[src/hw/rtl/ps2md_pkg.sv]
// ----------------------------------------------------------------------------
// ps2md_pkg
// Shared types, constants and helper functions of the PS/2 mouse decoder.
// ----------------------------------------------------------------------------
package ps2md_pkg;

    localparam int BYTE_W      = 8;
    localparam int SCREEN_W    = 13;
    localparam int POS_W       = 12;
    localparam int DX_W        = 9;
    localparam int DY_W        = 10;
    localparam int BTN_W       = 3;
    localparam int DIFF_W      = DY_W + 1;
    localparam int SUM_W       = POS_W + 2;
    localparam int M_TDATA_W   = 48;

    localparam logic [7:0] ACK_BYTE   = 8'hFA;
    localparam logic [7:0] HDR_MASK   = 8'hC8;
    localparam logic [7:0] HDR_MATCH  = 8'h08;
    localparam int         HDR_XSIGN  = 4;
    localparam int         HDR_YSIGN  = 5;

    localparam logic [SCREEN_W-1:0] CURSOR_SIZE  = 13'd16;
    localparam logic [SCREEN_W-1:0] TASKBAR_ROWS = 13'd28;
    localparam logic [SCREEN_W-1:0] Y_OFFSET     = CURSOR_SIZE + TASKBAR_ROWS;
    localparam logic [SCREEN_W-1:0] POS_MAX      = 13'd4095;
    localparam logic signed [DIFF_W-1:0] JUMP_LIMIT = 11'sd50;

    localparam logic [SCREEN_W-1:0] WIDTH_RESET  = 13'd320;
    localparam logic [SCREEN_W-1:0] HEIGHT_RESET = 13'd200;

    // register indexes of the configuration port
    typedef enum logic [0:0] {
        REG_SCREEN_WIDTH  = 1'b0,
        REG_SCREEN_HEIGHT = 1'b1
    } cfg_idx_t;

    typedef enum logic [3:0] {
        PH_WAIT_ACK = 4'b0001,
        PH_HEADER   = 4'b0010,
        PH_X_BYTE   = 4'b0100,
        PH_Y_BYTE   = 4'b1000
    } phase_t;

    // buttons sits in the lowest bits
    typedef struct packed {
        logic [POS_W-1:0]        cursor_y;
        logic [POS_W-1:0]        cursor_x;
        logic signed [DY_W-1:0]  delta_y;
        logic signed [DX_W-1:0]  delta_x;
        logic [BTN_W-1:0]        buttons;
    } result_t;

    // start position: (screen - off) / 2, zero when the screen is too small
    function automatic logic [POS_W-1:0] centre_of(input logic [SCREEN_W-1:0] screen,
                                                   input logic [SCREEN_W-1:0] off);
        logic [SCREEN_W-1:0] diff;
        diff = screen - off;
        if (screen < off) begin
            return '0;
        end
        return diff[SCREEN_W-1:1];
    endfunction

    // upper clamp bound: screen - cursor size, saturated to the coordinate range
    function automatic logic [POS_W-1:0] bound_of(input logic [SCREEN_W-1:0] screen);
        logic [SCREEN_W-1:0] diff;
        diff = screen - CURSOR_SIZE;
        if (screen < CURSOR_SIZE) begin
            return '0;
        end
        if (diff > POS_MAX) begin
            return POS_MAX[POS_W-1:0];
        end
        return diff[POS_W-1:0];
    endfunction

    function automatic logic [POS_W-1:0] move_clamp(input logic [POS_W-1:0] pos,
                                                    input logic signed [DY_W-1:0] delta,
                                                    input logic [POS_W-1:0] hi);
        logic signed [SUM_W-1:0] sum;
        sum = $signed({2'b00, pos}) + SUM_W'(delta);
        if (sum < 0) begin
            return '0;
        end
        if (sum > $signed({2'b00, hi})) begin
            return hi;
        end
        return sum[POS_W-1:0];
    endfunction

    function automatic logic is_near(input logic signed [DY_W-1:0] a,
                                     input logic signed [DY_W-1:0] b);
        logic signed [DIFF_W-1:0] d;
        d = DIFF_W'(a) - DIFF_W'(b);
        return (d < JUMP_LIMIT) && (d > -JUMP_LIMIT);
    endfunction

endpackage

[src/hw/rtl/ps2md_in_reg.sv]
// ----------------------------------------------------------------------------
// ps2md_in_reg
// Input register: holds one received byte until the decoder takes it.
// ----------------------------------------------------------------------------
module ps2md_in_reg
    import ps2md_pkg::*;
(
    input  logic              aclk,
    input  logic              aresetn,
    input  logic              s_tvalid,
    output logic              s_tready,
    input  logic [BYTE_W-1:0] s_tdata,
    input  logic              in_take,
    output logic              in_valid,
    output logic [BYTE_W-1:0] in_byte
);

    logic              valid_reg;
    logic              valid_next;
    logic [BYTE_W-1:0] byte_reg;

    assign s_tready = !valid_reg || in_take;
    assign in_valid = valid_reg;
    assign in_byte  = byte_reg;

    always_comb begin
        valid_next = valid_reg && !in_take;
        if (s_tvalid && s_tready) begin
            valid_next = 1'b1;
        end
    end

    always_ff @(posedge aclk) begin
        if (!aresetn) begin
            valid_reg <= 1'b0;
        end else begin
            valid_reg <= valid_next;
        end
    end

    always_ff @(posedge aclk) begin
        if (s_tvalid && s_tready) begin
            byte_reg <= s_tdata;
        end
    end

endmodule

[src/hw/rtl/ps2md_decode.sv]
// ----------------------------------------------------------------------------
// ps2md_decode
// Packet framing, jump filter, cursor update and screen size registers.
// ----------------------------------------------------------------------------
module ps2md_decode
    import ps2md_pkg::*;
(
    input  logic                aclk,
    input  logic                aresetn,
    input  logic                cfg_wr_en,
    input  logic [0:0]          cfg_index,
    input  logic [SCREEN_W-1:0] cfg_wdata,
    input  logic                in_valid,
    input  logic [BYTE_W-1:0]   in_byte,
    input  logic                out_free,
    output logic                in_take,
    output logic                res_valid,
    output result_t             res
);

    phase_t                  phase_reg, phase_next;
    logic [BYTE_W-1:0]       header_reg, header_next;
    logic [BYTE_W-1:0]       xbyte_reg, xbyte_next;
    logic signed [DY_W-1:0]  prev_dx_reg, prev_dx_next;
    logic signed [DY_W-1:0]  prev_dy_reg, prev_dy_next;
    logic [POS_W-1:0]        pos_x_reg, pos_x_next;
    logic [POS_W-1:0]        pos_y_reg, pos_y_next;
    logic [SCREEN_W-1:0]     width_reg, width_next;
    logic [SCREEN_W-1:0]     height_reg, height_next;

    logic signed [DX_W-1:0]  dx;
    logic signed [DX_W-1:0]  dy_raw;
    logic signed [DY_W-1:0]  dx_ext;
    logic signed [DY_W-1:0]  dy;
    logic                    pass;
    logic [POS_W-1:0]        new_x;
    logic [POS_W-1:0]        new_y;

    assign in_take = in_valid && out_free;

    always_comb begin
        dx     = $signed({header_reg[HDR_XSIGN], xbyte_reg});
        dy_raw = $signed({header_reg[HDR_YSIGN], in_byte});
        dx_ext = DY_W'(dx);
        dy     = -DY_W'(dy_raw);
        pass   = is_near(dx_ext, prev_dx_reg) && is_near(dy, prev_dy_reg);
        new_x  = move_clamp(pos_x_reg, dx_ext, bound_of(width_reg));
        new_y  = move_clamp(pos_y_reg, dy, bound_of(height_reg));
    end

    always_comb begin
        phase_next   = phase_reg;
        header_next  = header_reg;
        xbyte_next   = xbyte_reg;
        prev_dx_next = prev_dx_reg;
        prev_dy_next = prev_dy_reg;
        pos_x_next   = pos_x_reg;
        pos_y_next   = pos_y_reg;
        width_next   = width_reg;
        height_next  = height_reg;
        res_valid    = 1'b0;

        res.buttons  = header_reg[BTN_W-1:0];
        res.delta_x  = dx;
        res.delta_y  = dy;
        res.cursor_x = new_x;
        res.cursor_y = new_y;

        if (in_take) begin
            unique case (phase_reg)
                PH_WAIT_ACK: begin
                    if (in_byte == ACK_BYTE) begin
                        phase_next = PH_HEADER;
                    end
                end
                PH_HEADER: begin
                    if ((in_byte & HDR_MASK) == HDR_MATCH) begin
                        header_next = in_byte;
                        phase_next  = PH_X_BYTE;
                    end
                end
                PH_X_BYTE: begin
                    xbyte_next = in_byte;
                    phase_next = PH_Y_BYTE;
                end
                PH_Y_BYTE: begin
                    phase_next = PH_HEADER;
                    if (pass) begin
                        prev_dx_next = dx_ext;
                        prev_dy_next = dy;
                        pos_x_next   = new_x;
                        pos_y_next   = new_y;
                        res_valid    = 1'b1;
                    end
                end
                default: begin
                    phase_next = PH_WAIT_ACK;
                end
            endcase
        end

        // writes must come only while idle, which the block does not enforce; both axes recentre on either register
        if (cfg_wr_en) begin
            unique case (cfg_idx_t'(cfg_index))
                REG_SCREEN_WIDTH:  width_next  = cfg_wdata;
                REG_SCREEN_HEIGHT: height_next = cfg_wdata;
                default:           width_next  = width_reg;
            endcase
            pos_x_next = centre_of(width_next, CURSOR_SIZE);
            pos_y_next = centre_of(height_next, Y_OFFSET);
        end
    end

    always_ff @(posedge aclk) begin
        if (!aresetn) begin
            phase_reg   <= PH_WAIT_ACK;
            header_reg  <= '0;
            xbyte_reg   <= '0;
            prev_dx_reg <= '0;
            prev_dy_reg <= '0;
            width_reg   <= WIDTH_RESET;
            height_reg  <= HEIGHT_RESET;
            pos_x_reg   <= centre_of(WIDTH_RESET, CURSOR_SIZE);
            pos_y_reg   <= centre_of(HEIGHT_RESET, Y_OFFSET);
        end else begin
            phase_reg   <= phase_next;
            header_reg  <= header_next;
            xbyte_reg   <= xbyte_next;
            prev_dx_reg <= prev_dx_next;
            prev_dy_reg <= prev_dy_next;
            width_reg   <= width_next;
            height_reg  <= height_next;
            pos_x_reg   <= pos_x_next;
            pos_y_reg   <= pos_y_next;
        end
    end

endmodule

[src/hw/rtl/ps2md_out_reg.sv]
// ----------------------------------------------------------------------------
// ps2md_out_reg
// Result register: holds one decoded packet until the sink takes it.
// ----------------------------------------------------------------------------
module ps2md_out_reg
    import ps2md_pkg::*;
(
    input  logic                 aclk,
    input  logic                 aresetn,
    input  logic                 res_valid,
    input  result_t              res,
    output logic                 out_free,
    output logic                 m_tvalid,
    input  logic                 m_tready,
    output logic [M_TDATA_W-1:0] m_tdata
);

    logic    valid_reg;
    logic    valid_next;
    result_t data_reg;

    assign out_free = !valid_reg || m_tready;
    assign m_tvalid = valid_reg;
    assign m_tdata  = {(M_TDATA_W - $bits(result_t))'(0), data_reg};

    always_comb begin
        valid_next = valid_reg && !m_tready;
        if (res_valid) begin
            valid_next = 1'b1;
        end
    end

    always_ff @(posedge aclk) begin
        if (!aresetn) begin
            valid_reg <= 1'b0;
        end else begin
            valid_reg <= valid_next;
        end
    end

    always_ff @(posedge aclk) begin
        if (res_valid) begin
            data_reg <= res;
        end
    end

endmodule

[src/hw/rtl/ps2_mouse_decoder_with_cursor.sv]
// ----------------------------------------------------------------------------
// ps2_mouse_decoder_with_cursor
// Frames PS/2 mouse bytes into packets, filters jumps and tracks a cursor.
// ----------------------------------------------------------------------------
// channel  | ports                     | item
// s_       | s_tvalid s_tready s_tdata | one mouse byte
// m_       | m_tvalid m_tready m_tdata | buttons, deltas, cursor of a packet
// cfg_     | cfg_wr_en cfg_index       | screen width (0), screen height (1)
//
// one byte per cycle unless the output stalls; a byte waits in the input
// register, then the decoder writes the packet's result into the output register.
// the cursor adder and clamp in the decoder set the single-cycle path.
// reset (aresetn low, synchronous) empties both registers, waits for the
// acknowledge byte and centres the cursor on a 320 by 200 screen.
// while m_tready is low the output holds; one more byte is taken and kept.
// ----------------------------------------------------------------------------
module ps2_mouse_decoder_with_cursor
    import ps2md_pkg::*;
(
    input  logic                 aclk,
    input  logic                 aresetn,
    input  logic                 s_tvalid,
    output logic                 s_tready,
    input  logic [BYTE_W-1:0]    s_tdata,    // data_byte
    output logic                 m_tvalid,
    input  logic                 m_tready,
    // buttons[2:0], delta_x[11:3], delta_y[21:12], cursor_x[33:22],
    // cursor_y[45:34], zero pad
    output logic [M_TDATA_W-1:0] m_tdata,
    input  logic                 cfg_wr_en,
    input  logic [0:0]           cfg_index,
    input  logic [SCREEN_W-1:0]  cfg_wdata
);

    logic              in_valid;
    logic [BYTE_W-1:0] in_byte;
    logic              in_take;
    logic              out_free;
    logic              res_valid;
    result_t           res;

    ps2md_in_reg u_in_reg (
        .aclk     (aclk),
        .aresetn  (aresetn),
        .s_tvalid (s_tvalid),
        .s_tready (s_tready),
        .s_tdata  (s_tdata),
        .in_take  (in_take),
        .in_valid (in_valid),
        .in_byte  (in_byte)
    );

    ps2md_decode u_decode (
        .aclk      (aclk),
        .aresetn   (aresetn),
        .cfg_wr_en (cfg_wr_en),
        .cfg_index (cfg_index),
        .cfg_wdata (cfg_wdata),
        .in_valid  (in_valid),
        .in_byte   (in_byte),
        .out_free  (out_free),
        .in_take   (in_take),
        .res_valid (res_valid),
        .res       (res)
    );

    ps2md_out_reg u_out_reg (
        .aclk      (aclk),
        .aresetn   (aresetn),
        .res_valid (res_valid),
        .res       (res),
        .out_free  (out_free),
        .m_tvalid  (m_tvalid),
        .m_tready  (m_tready),
        .m_tdata   (m_tdata)
    );

endmodule

[config.mk]
export PLATFORM = sky130hd
export DESIGN_NAME = ps2_mouse_decoder_with_cursor
export DESIGN_NICKNAME = d
export VERILOG_FILES = /design/src/hw/rtl/ps2md_pkg.sv /design/src/hw/rtl/ps2md_in_reg.sv /design/src/hw/rtl/ps2md_decode.sv /design/src/hw/rtl/ps2md_out_reg.sv /design/src/hw/rtl/ps2_mouse_decoder_with_cursor.sv
export SDC_FILE = /design/constraint.sdc
export NUM_CORES = 1
export LEC_CHECK = 0
export BUFFER_PORTS_ARGS = -buffer_cell sky130_fd_sc_hd__buf_2
export CAP_MARGIN = 20
export CELL_PAD_IN_SITES_DETAIL_PLACEMENT = 1
export CELL_PAD_IN_SITES_GLOBAL_PLACEMENT = 1
export CORE_ASPECT_RATIO = 0.5
export CORE_MARGIN = 1
export CORE_UTILIZATION = 42
export DETAILED_ROUTE_END_ITERATION = 16
export PLACE_DENSITY_LB_ADDON = 0.1
export SETUP_SLACK_MARGIN = 0.5
export SLEW_MARGIN = 40
export SYNTH_ARGS = -nofsm -noshare
export SYNTH_HDL_FRONTEND = slang
export SYNTH_HIERARCHICAL = 1
export SYNTH_SLANG_ARGS = --single-unit
[constraint.sdc]
create_clock -name aclk -period 4.3 [get_ports aclk]
set_clock_uncertainty 0.1 [all_clocks]
set_input_delay 0.215 -clock aclk [delete_from_list [all_inputs] [get_ports aclk]]
set_output_delay 0.215 -clock aclk [all_outputs]
set_load 0.05 [all_outputs]
==> impl_metrics.toml, run 1 <==
[global_routing]
grt_start_max_net_pins = 36
groute.usage.overall_pct = 31.2
antenna_found_initial = 0
global_route_wire_length_before_repair_um = 57900
grt.overflow.total = 0
grt_pass1_vias = 10269

[sta]
postLayoutSetupSlackWorst_ps = -629
final_period_minus_worst_setup_slack_ps = 4930
worst_pin_slew_ps = 794
maxSlewHeadroom_pct = 47.1
timing.final.hold_violations = 0
max_freq_mhz = 203
final_number_of_setup_violating_endpoints = 25
fin_crit_sh_pct = 115
drv_slew = 0
unrepaired_setup_endpoints_after_global_routing = "yes"

[worst_setup_path]
worst-path-max-fanout = 6
timing.critical_path.buf_inv = 4
crit_path_largest_cell_delay_ps = 500
critical-path-slowest-cell = "edfxtp_1"
critical_path.endpoint_type = "flop"
crit_required_ps = 4470
startpoint_type = "flop"
timing.setup.critical_path_class = "flop to flop"
critical-path-top-delay-family = "compound AO/OA/AOI/OAI gates"
timing.critical_path.cells = "inv_2, ha_4, nand2_4, xor2_4, ha_4, buf_4, nand3_2, buf_4, o211ai_1, nor2_1, xnor2_2, ha_1, nand4_1, a21oi_1, o31a_1, o221ai_2, and4_4, buf_6, mux2i_2, nor2_2, mux2i_1, o211ai_1"
cp.arrival_ps = 5100
reg2regPathDepth = 22
cp_num_cells = 22

[placement]
detailed_place.area_um2 = 11500
dp_hpwl_um = 25600
globalplace.congestion = 0.912
dp_worst_setup_slack_ps = -287
place.port_buffers = 74

[power]
total_power_draw_mw = 4.74
power.share.combinational_pct = 36.1
power_per_cell_area_nw_per_um2 = 329
clockPowerShare_pct = 32.2
switching_share_pct = 35.0
seq_power_share_pct = 31.7
static-leakage-power_nw = 5.90
cell_internal_pwr_mw = 3.08
worst_ir_drop_vdd_mv = 0.272
netSwitchingPower_mw = 1.66

[floorplan]
floorplan.die.width_um = 219
core_area_um2 = 23000
initial_core_utilization_pct = 43.1
top_level_ports = 77
placement_rows = 39
dieArea_um2 = 24300
die_y_um = 111

[final_layout]
num_antenna_cells = 0
post-route-cell-area_um2 = 14400
layout.cells.most_common_list = "147 x buf_4, 119 x nor2_1, 102 x nand2_1"
flow.area_growth_from_synthesis_pct = 45.3
largest_register_ffs = 46
final_layout_size_suffix_gt1_share_pct = 36.8
final_core_utilization_pct = 62.6
n_fill_cell = 2539
layout_commonest_cell = "buf_4"
design.final.nets = 1521

[synthesis]
synth-edff-count = 54
count_of_warnings_emitted_by_yosys = 6
synth_flop_cell = "dfxtp_1"
yosysUniqueCellTypes = 80
instance_count_of_the_mapped_netlist = 1155
async_flop_share_pct = 0
syn_avg_cell_area_um2 = 8.58
synth_sequential_area_ratio_pct = 34.1
synthesis.area_um2 = 9910
ys_seq_elements = 142

[cts]
path_clk_slew_ps = 70
tritoncts = "yes"
cts_inserted_buffers = 17
insertion_delay_ps = 450
clock_sink_count = 142
cts_root_buf = "clkbuf_16"
htreeDepth = 4
cts_buffer_depth = 2

[detailed_routing]
dr_total_vias = 10657
routed_wire_length_um = 45200
initialDrtViolationCount = 967
route.detailed.drc = 0
avgRoutedWirePerCell_um = 26.0
route.detailed.vias_per_inst = 6.14
route.antenna.remaining_nets = 0
drt_pre_antenna_iters = 5

[status]
violations = "setup timing"
run_status = "complete, but fails checks"

[hold_path]
min-delay-path-class = "primary input to flop"
depth_of_the_worst_hold_timing_path = 3

[job]
drv_cap = 0
## cell type report
class / instances / area, um^2 / area share, %
multi-input combinational: 889 / 7240 / 50.3
sequential: 142 / 3390 / 23.6
timing repair buffer: 298 / 2500 / 17.4
clock buffer: 20 / 468 / 3.25
tap: 307 / 384 / 2.67
inverter: 65 / 267 / 1.85
clock inverter: 12 / 109 / 0.756
timing repair inverter: 2 / 32.5 / 0.226
## path summary, 6_finish.rpt
path                                             from                                  end  slack [ps]
setup / recovery        u_in_reg/in_byte[0]$_DFFE_PP_   u_decode/pos_y_reg[2]$_SDFFE_PN1P_        -630
hold / removal                          cfg_wdata[10]  u_decode/width_reg[10]$_SDFFE_PN0P_          10
setup reg to reg        u_in_reg/in_byte[0]$_DFFE_PP_   u_decode/pos_y_reg[2]$_SDFFE_PN1P_        -630
hold reg to reg   u_decode/header_reg[1]$_SDFFE_PN0P_       u_out_reg/m_tdata[1]$_DFFE_PP_         340
## tightest hold or removal path: cells and delay by family
family | cells | cell delay, ps
buffers and inverters | 1 | 170
AOI/OAI and AO/OA | 1 | 50
and+or+nand+nor | 1 | 80
## routing by layer
layer / wire length [um] / GRT usage [%]
met4: 1570 / 8.33
met3: 3270 / 6.14
met1: 19200 / 43.4
met2: 21100 / 49.2
met5: 0 / 0
## power groups by stage
| stage | clock network, mW | registers [mW] | logic [mW] |
|---|---|---|---|
| floorplan | 0 | 1.50 | 0.721 |
| global placement | 0 | 1.52 | 1.08 |
| detailed placement | 0 | 1.52 | 1.12 |
| CTS | 1.51 | 1.50 | 1.36 |
| global route | 1.58 | 1.50 | 1.78 |
| finish | 1.53 | 1.50 | 1.71 |
## synthesized netlist by cell type, types with 9 or more instances
cell type	instances	area, um^2
a211oi_1	11	82.6
a21oi_1	83	415
a31oi_1	9	56.3
buf_2	10	50.1
buf_4	9	67.6
clkbuf_1	37	139
dfxtp_1	88	1760
edfxtp_1	54	1620
ha_1	75	938
inv_1	64	240
mux2_2	10	113
mux2i_1	54	541
nand2_1	110	413
nand2b_1	11	68.8
nand3_1	27	135
nand4_1	13	81.3
nor2_1	130	488
nor2b_1	12	75.1
nor3_1	30	150
nor4_1	9	56.3
o21a_1	14	105
o21ai_0	58	290
or2_2	11	68.8
or3_1	9	56.3
xnor2_1	37	324
xor2_1	28	245
## what timing repair did
action	4_1_cts	5_1_grt
resized for setup	139	147
pin swaps	40	50
hold endpoints to repair	25	0
hold buffers	20	0
setup buffers	34	39
cloned	1	9
endpoints found under the setup margin	114	114
## through the flow
| stage | hold slack, ps | setup TNS, ps | cells |
|---|---|---|---|
| finish | 14.1 | -11600 | 1735 |
| global route | 25.1 | -16130 | 1735 |
| CTS | 1.06 | -2670 | 1687 |
| detailed placement | 294 | -5170 | 1600 |
| global placement | 298 | -425 | 1600 |
| floorplan | 214 | 0 | 1156 |
## logic make-up (layout without fill, tap and decap cells)
family	after synthesis	count (layout)	synth area share, %
simple gates	396	397	18.8
buf+inv	126	397	5.42
compound gates	282	282	19.0
fa+ha+maj	79	79	10.3
mux	64	64	6.59
other cells	1	2	0.0378
xor+xnor	65	65	5.74
flops	142	142	34.1
No activity file was read; power rests on OpenSTA's default activity.
==> run 2: changes to the inputs <==
--- a/config.mk
+++ b/config.mk
@@ -12,10 +12,12 @@
 export CORE_ASPECT_RATIO = 0.5
 export CORE_MARGIN = 1
 export CORE_UTILIZATION = 42
+export CTS_CLUSTER_DIAMETER = 100
 export DETAILED_ROUTE_END_ITERATION = 16
 export PLACE_DENSITY_LB_ADDON = 0.1
+export REMOVE_ABC_BUFFERS = 1
 export SETUP_SLACK_MARGIN = 0.5
-export SLEW_MARGIN = 40
+export SLEW_MARGIN = 25
 export SYNTH_ARGS = -nofsm -noshare
 export SYNTH_HDL_FRONTEND = slang
 export SYNTH_HIERARCHICAL = 1
==> run 2 against run 1 <==
The flow still finishes with violations (setup timing). Fmax is 2.1% higher. Sequential power hardly changed. Design area fell by 1.8%. First-iteration DRC count down 11%. Global-route usage grew 0.15 points. Register-to-register slack improved by 99 ps. Non-clock buffer count is the same. Final cell count shrank 0.12%. Hold slack better by 5.9 ps. Power shrank 2.7%. Critical endpoint is now u_decode/pos_y_reg[0]$_SDFFE_PN0P_. Largest power group unchanged.
==> impl_metrics.toml, run 2 (synthesized netlist as in run 1, its figures left out) <==
[floorplan]
top_level_ports = 77
floorplan.die.width_um = 219
core_area_um2 = 23000
die_y_um = 111
initial_core_utilization_pct = 43.1
dieArea_um2 = 24300
placement_rows = 39

[cts]
cts_root_buf = "clkbuf_16"
insertion_delay_ps = 440
cts_inserted_buffers = 17
clock_sink_count = 142
cts_buffer_depth = 2
path_clk_slew_ps = 70
tritoncts = "yes"
htreeDepth = 4

[final_layout]
ff_latch_area_um2 = 3400
n_fill_cell = 2569
layout_commonest_cell = "buf_4"
largest_register_ffs = 46
design.final.nets = 1519
flow.area_growth_from_synthesis_pct = 42.6
finish.cell_count_without_fillers = 1733
num_antenna_cells = 0
final_layout_size_suffix_gt1_share_pct = 35.1
multi_input_comb_area_um2 = 7010
layout.cells.most_common_list = "140 x buf_4, 118 x nor2_1, 104 x nand2_1"

[status]
violations = "setup timing"
run_status = "complete, but fails checks"

[sta]
worst_pin_slew_ps = 996
maxSlewHeadroom_pct = 33.0
drv_slew = 0
timing.final.hold_violations = 0
setup_total_negative_slack_ps = -11820
final_period_minus_worst_setup_slack_ps = 4830
whs_ps = 20.0
fin_crit_sh_pct = 112
postLayoutSetupSlackWorst_ps = -530
final_number_of_setup_violating_endpoints = 76
unrepaired_setup_endpoints_after_global_routing = "yes"
max_freq_mhz = 207

[detailed_routing]
initialDrtViolationCount = 856
routed_wire_length_um = 42600
dr_total_vias = 10338
route.antenna.remaining_nets = 0
route.detailed.vias_per_inst = 5.97
avgRoutedWirePerCell_um = 24.6
drt_pre_antenna_iters = 5
route.detailed.drc = 0

[global_routing]
grt_pass1_vias = 10576
grt.overflow.total = 0
grt_start_max_net_pins = 50
global_route_wire_length_before_repair_um = 58700
groute.usage.overall_pct = 31.4
antenna_found_initial = 0

[power]
clockPowerShare_pct = 31.5
seq_power_share_pct = 32.5
worst_ir_drop_vdd_mv = 0.234
power.share.combinational_pct = 36.0
static-leakage-power_nw = 5.77
power_per_cell_area_nw_per_um2 = 326
netSwitchingPower_mw = 1.63
cell_internal_pwr_mw = 2.98
switching_share_pct = 35.3

[placement]
dp_hpwl_um = 25200
place.port_buffers = 74
globalplace.congestion = 0.891
placedCellCount = 1614

[job]
drv_cap = 0

[worst_setup_path]
cp.arrival_ps = 5110
timing.setup.critical_path_class = "flop to flop"
crit_required_ps = 4580
worst-path-max-fanout = 7
critical_path.endpoint_type = "flop"
startpoint_type = "flop"

[hold_path]
min-delay-path-class = "primary input to flop"
run 2: final cells by class:
cell class / instances / share of cell area [%]
repair inverters: 1 / 0.115
multi-input cells: 888 / 49.6
clock buffers: 17 / 3.01
clock inverters: 15 / 0.867
inverters: 65 / 1.81
repair buffers: 298 / 17.8
flip-flops and latches: 142 / 24.0
well taps: 307 / 2.72
run 2: worst paths after layout:
kind	startpoint	endpoint	slack, ps	cells after the start
worst max-delay path	u_in_reg/in_byte[2]$_DFFE_PP_	u_decode/pos_y_reg[0]$_SDFFE_PN0P_	-530	21
worst min-delay path	cfg_wdata[6]	u_decode/width_reg[6]$_SDFFE_PN1P_	20	3
worst max register to register	u_in_reg/in_byte[2]$_DFFE_PP_	u_decode/pos_y_reg[0]$_SDFFE_PN0P_	-530	21
worst min register to register	u_decode/header_reg[2]$_SDFFE_PN0P_	u_out_reg/m_tdata[2]$_DFFE_PP_	340	0
run 2: per-layer routing:
| layer | global-route usage [%] | wire length, um | vias to the layer above | share of wire [%] |
|---|---|---|---|---|
| met2 | 51.3 | 20300 | 368 | 48 |
| met1 | 41.9 | 18300 | 5198 | 43 |
| met4 | 9.91 | 1560 | 0 | 3.7 |
| li1 | - | - | 4665 | - |
| met3 | 5.54 | 2390 | 107 | 5.6 |
| met5 | 0 | 0 | - | 0 |
run 2: timing repair:
action,in CTS,in global routing
endpoints found under the setup margin,114,114
hold endpoints to repair,29,0
gates cloned,4,2
resized for setup,177,120
hold buffers,21,0
pin swaps,56,31
setup buffers,34,26
run 2: power by group through the flow:
stage	Combinational, mW	Sequential (mW)	Clock [mW]
finish	1.66	1.50	1.45
global route	1.74	1.50	1.51
CTS	1.37	1.49	1.46
detailed placement	1.08	1.52	0
global placement	1.04	1.51	0
floorplan	0.634	1.50	0
run 2: through the flow:
step,util [%],setup WS (ps),total power [mW],cell area [um^2]
finish,61.5,-530,4.61,14100
floorplan,-,-340,2.14,9620
detailed placement,49.9,-476,2.59,11500
global placement,49.9,-266,2.56,11500
global route,61.5,-638,4.75,14100
CTS,58.0,-175,4.31,13300
run 2: critical path, cell delays in order (launching register included):
cell,delay [ps]
edfxtp_1,430
buf_6,170
nor2_4,140
nand3b_1,220
xor2_2,250
ha_1,280
nor2_1,210
o2111ai_1,200
a221o_1,430
xor2_1,200
ha_1,340
buf_6,120
nand3_4,80
nor2_4,110
o31a_1,190
o221ai_2,120
and4_4,170
buf_6,140
or3_4,340
a21oi_4,160
o21a_1,140
o221a_2,190
==> run 3: changes to the inputs <==
--- a/config.mk
+++ b/config.mk
@@ -9,12 +9,12 @@
 export CAP_MARGIN = 20
 export CELL_PAD_IN_SITES_DETAIL_PLACEMENT = 1
 export CELL_PAD_IN_SITES_GLOBAL_PLACEMENT = 1
-export CORE_ASPECT_RATIO = 0.5
 export CORE_MARGIN = 1
 export CORE_UTILIZATION = 42
 export CTS_CLUSTER_DIAMETER = 100
 export DETAILED_ROUTE_END_ITERATION = 16
 export PLACE_DENSITY_LB_ADDON = 0.1
+export RECOVER_POWER = 100
 export REMOVE_ABC_BUFFERS = 1
 export SETUP_SLACK_MARGIN = 0.5
 export SLEW_MARGIN = 25
==> run 3 against run 2 <==
The run still ends with setup timing left. Die area shrank 0.15%. Via count shrank 4.4%. Sequential power is essentially flat. Global-route usage shrank 3.1 points.
==> impl_metrics.toml, run 3 (synthesized netlist as in run 1, its figures left out) <==
[placement]
place.port_buffers = 74
globalplace.congestion = 0.893
dp_hpwl_um = 23600
placedCellCount = 1613

[sta]
final_number_of_setup_violating_endpoints = 24
max_freq_mhz = 209
worst_pin_slew_ps = 1020
unrepaired_setup_endpoints_after_global_routing = "yes"
fin_crit_sh_pct = 111
setup_total_negative_slack_ps = -6340
final_period_minus_worst_setup_slack_ps = 4770
maxSlewHeadroom_pct = 31.9
drv_slew = 0
timing.final.hold_violations = 0
postLayoutSetupSlackWorst_ps = -474

[worst_setup_path]
worst-path-max-fanout = 3
worstSetupStartpoint = "u_in_reg/in_byte[1]$_DFFE_PP_"
crit_required_ps = 4570
cp.arrival_ps = 5040
timing.setup.critical_path_class = "flop to flop"
startpoint_type = "flop"
critical_path.endpoint_type = "flop"
r2r_start = "u_in_reg/in_byte[1]$_DFFE_PP_"

[cts]
cts_root_buf = "clkbuf_16"
cts_buffer_depth = 2
cts_inserted_buffers = 17
clock_sink_count = 142
path_clk_slew_ps = 60
htreeDepth = 4
insertion_delay_ps = 430
tritoncts = "yes"

[final_layout]
num_antenna_cells = 0
design.final.nets = 1483
layout_commonest_cell = "buf_4"
largest_register_ffs = 46
n_fill_cell = 2642
finish.cell_count_without_fillers = 1702
flow.area_growth_from_synthesis_pct = 35.8
final_layout_size_suffix_gt1_share_pct = 31.0
layout.cells.most_common_list = "137 x buf_4, 122 x nor2_1, 105 x nand2_1"

[global_routing]
grt_pass1_vias = 9794
groute.usage.overall_pct = 28.3
antenna_found_initial = 0
global_route_wire_length_before_repair_um = 53100
grt.overflow.total = 0
grt_start_max_net_pins = 49

[floorplan]
die_y_um = 156
core_area_um2 = 22900
floorplan.die.width_um = 156
placement_rows = 55
initial_core_utilization_pct = 43.2
dieArea_um2 = 24200
top_level_ports = 77

[detailed_routing]
drt_pre_antenna_iters = 5
route.detailed.drc = 0
dr.max_layer_used = "met4"
routed_wire_length_um = 36900
avgRoutedWirePerCell_um = 21.7
route.antenna.remaining_nets = 0
route.met2.wl_um = 19100
route.detailed.vias_per_inst = 5.81
routed-wl-met3_um = 1390
dr_total_vias = 9888
wire_length_on_met1_um = 15600
initialDrtViolationCount = 541

[power]
power_per_cell_area_nw_per_um2 = 339
worst_ir_drop_vdd_mv = 0.248
static-leakage-power_nw = 5.54

[hold_path]
min_from = "cfg_wdata[11]"
min-delay-path-class = "primary input to flop"

[status]
violations = "setup timing"
run_status = "complete, but fails checks"

[job]
drv_cap = 0
-- run 3: changes by cell type in the layout (fill, tap and decap cells not counted), moves of 4 or more --
cell and delta:
nor2_4 -4, bufinv_16 +4, ha_4 -6, inv_6 -8
dfxtp_2 -5, nand3_1 +4, buf_8 -8, dfxtp_1 +6
nor2_1 +4, clkbuf_1 +6, ha_2 +4, buf_6 -22
-- run 3: stage by stage --
stage               power, mW  setup slack (ps)  utilization (%)  cell area (um^2)  hold slack, ps
floorplan                2.14              -340                -              9620             187
global placement         2.56              -263             49.7             11400             299
detailed placement       2.59              -452             49.7             11400             296
CTS                      4.33              -313             55.7             12800            2.84
global route             4.75              -657             58.7             13500            11.9
finish                   4.56              -474             58.7             13500            30.3
-- run 3: where the power goes --
part           total (mW)  internal (mW)  switching [mW]
clock network        1.59          0.980           0.615
registers            1.49           1.45          0.0462
logic                1.47          0.700           0.773
total                4.56           3.13            1.43
-- run 3: final timing paths --
path                                               end  slack (ps)  cells after the start
setup / recovery    u_decode/pos_y_reg[0]$_SDFFE_PN0P_        -470                     21
hold / removal    u_decode/height_reg[11]$_SDFFE_PN0P_          30                      3
setup reg to reg    u_decode/pos_y_reg[0]$_SDFFE_PN0P_        -470                     21
hold reg to reg         u_out_reg/m_tdata[1]$_DFFE_PP_         330                      0
-- run 3: critical path: stages, from the launching register on --
cell and delay [ps]:
edfxtp_1 460, buf_6 170, nor3_4 210, xnor2_2 120
ha_1 340, o21a_1 200, o31a_1 140, o31a_1 340
o41a_1 340, o211ai_1 220, inv_1 120, ha_4 310
nand3_4 80, nor2_4 130, o31a_1 150, o221ai_2 100
and4_4 180, buf_6 120, or3_1 370, a21oi_2 190
o21a_1 140, o221a_2 170
-- run 3: area by class of cell --
| class | instances | area [um^2] | area share (%) |
|---|---|---|---|
| inverter | 65 | 256 | 1.91 |
| timing repair buffer | 262 | 1990 | 14.8 |
| timing repair inverter | 1 | 8.76 | 0.0651 |
| sequential | 142 | 3390 | 25.2 |
| tap | 313 | 392 | 2.91 |
| clock inverter | 12 | 169 | 1.26 |
| multi-input combinational | 888 | 6810 | 50.6 |
| clock buffer | 19 | 443 | 3.29 |
-- run 3: repair_timing --
item	CTS	global route
pin swaps	33	50
setup endpoints to repair	114	114
hold buffers	20	0
buffers inserted	15	21
hold endpoints to repair	24	0
gates cloned	0	2
resized for setup	108	102
-- run 3: layer usage --
layer	vias up	global-route usage [%]
li1	4603	-
met1	4980	35.4
met2	256	51.4
met3	49	3.67
met4	0	6.77
met5	-	0
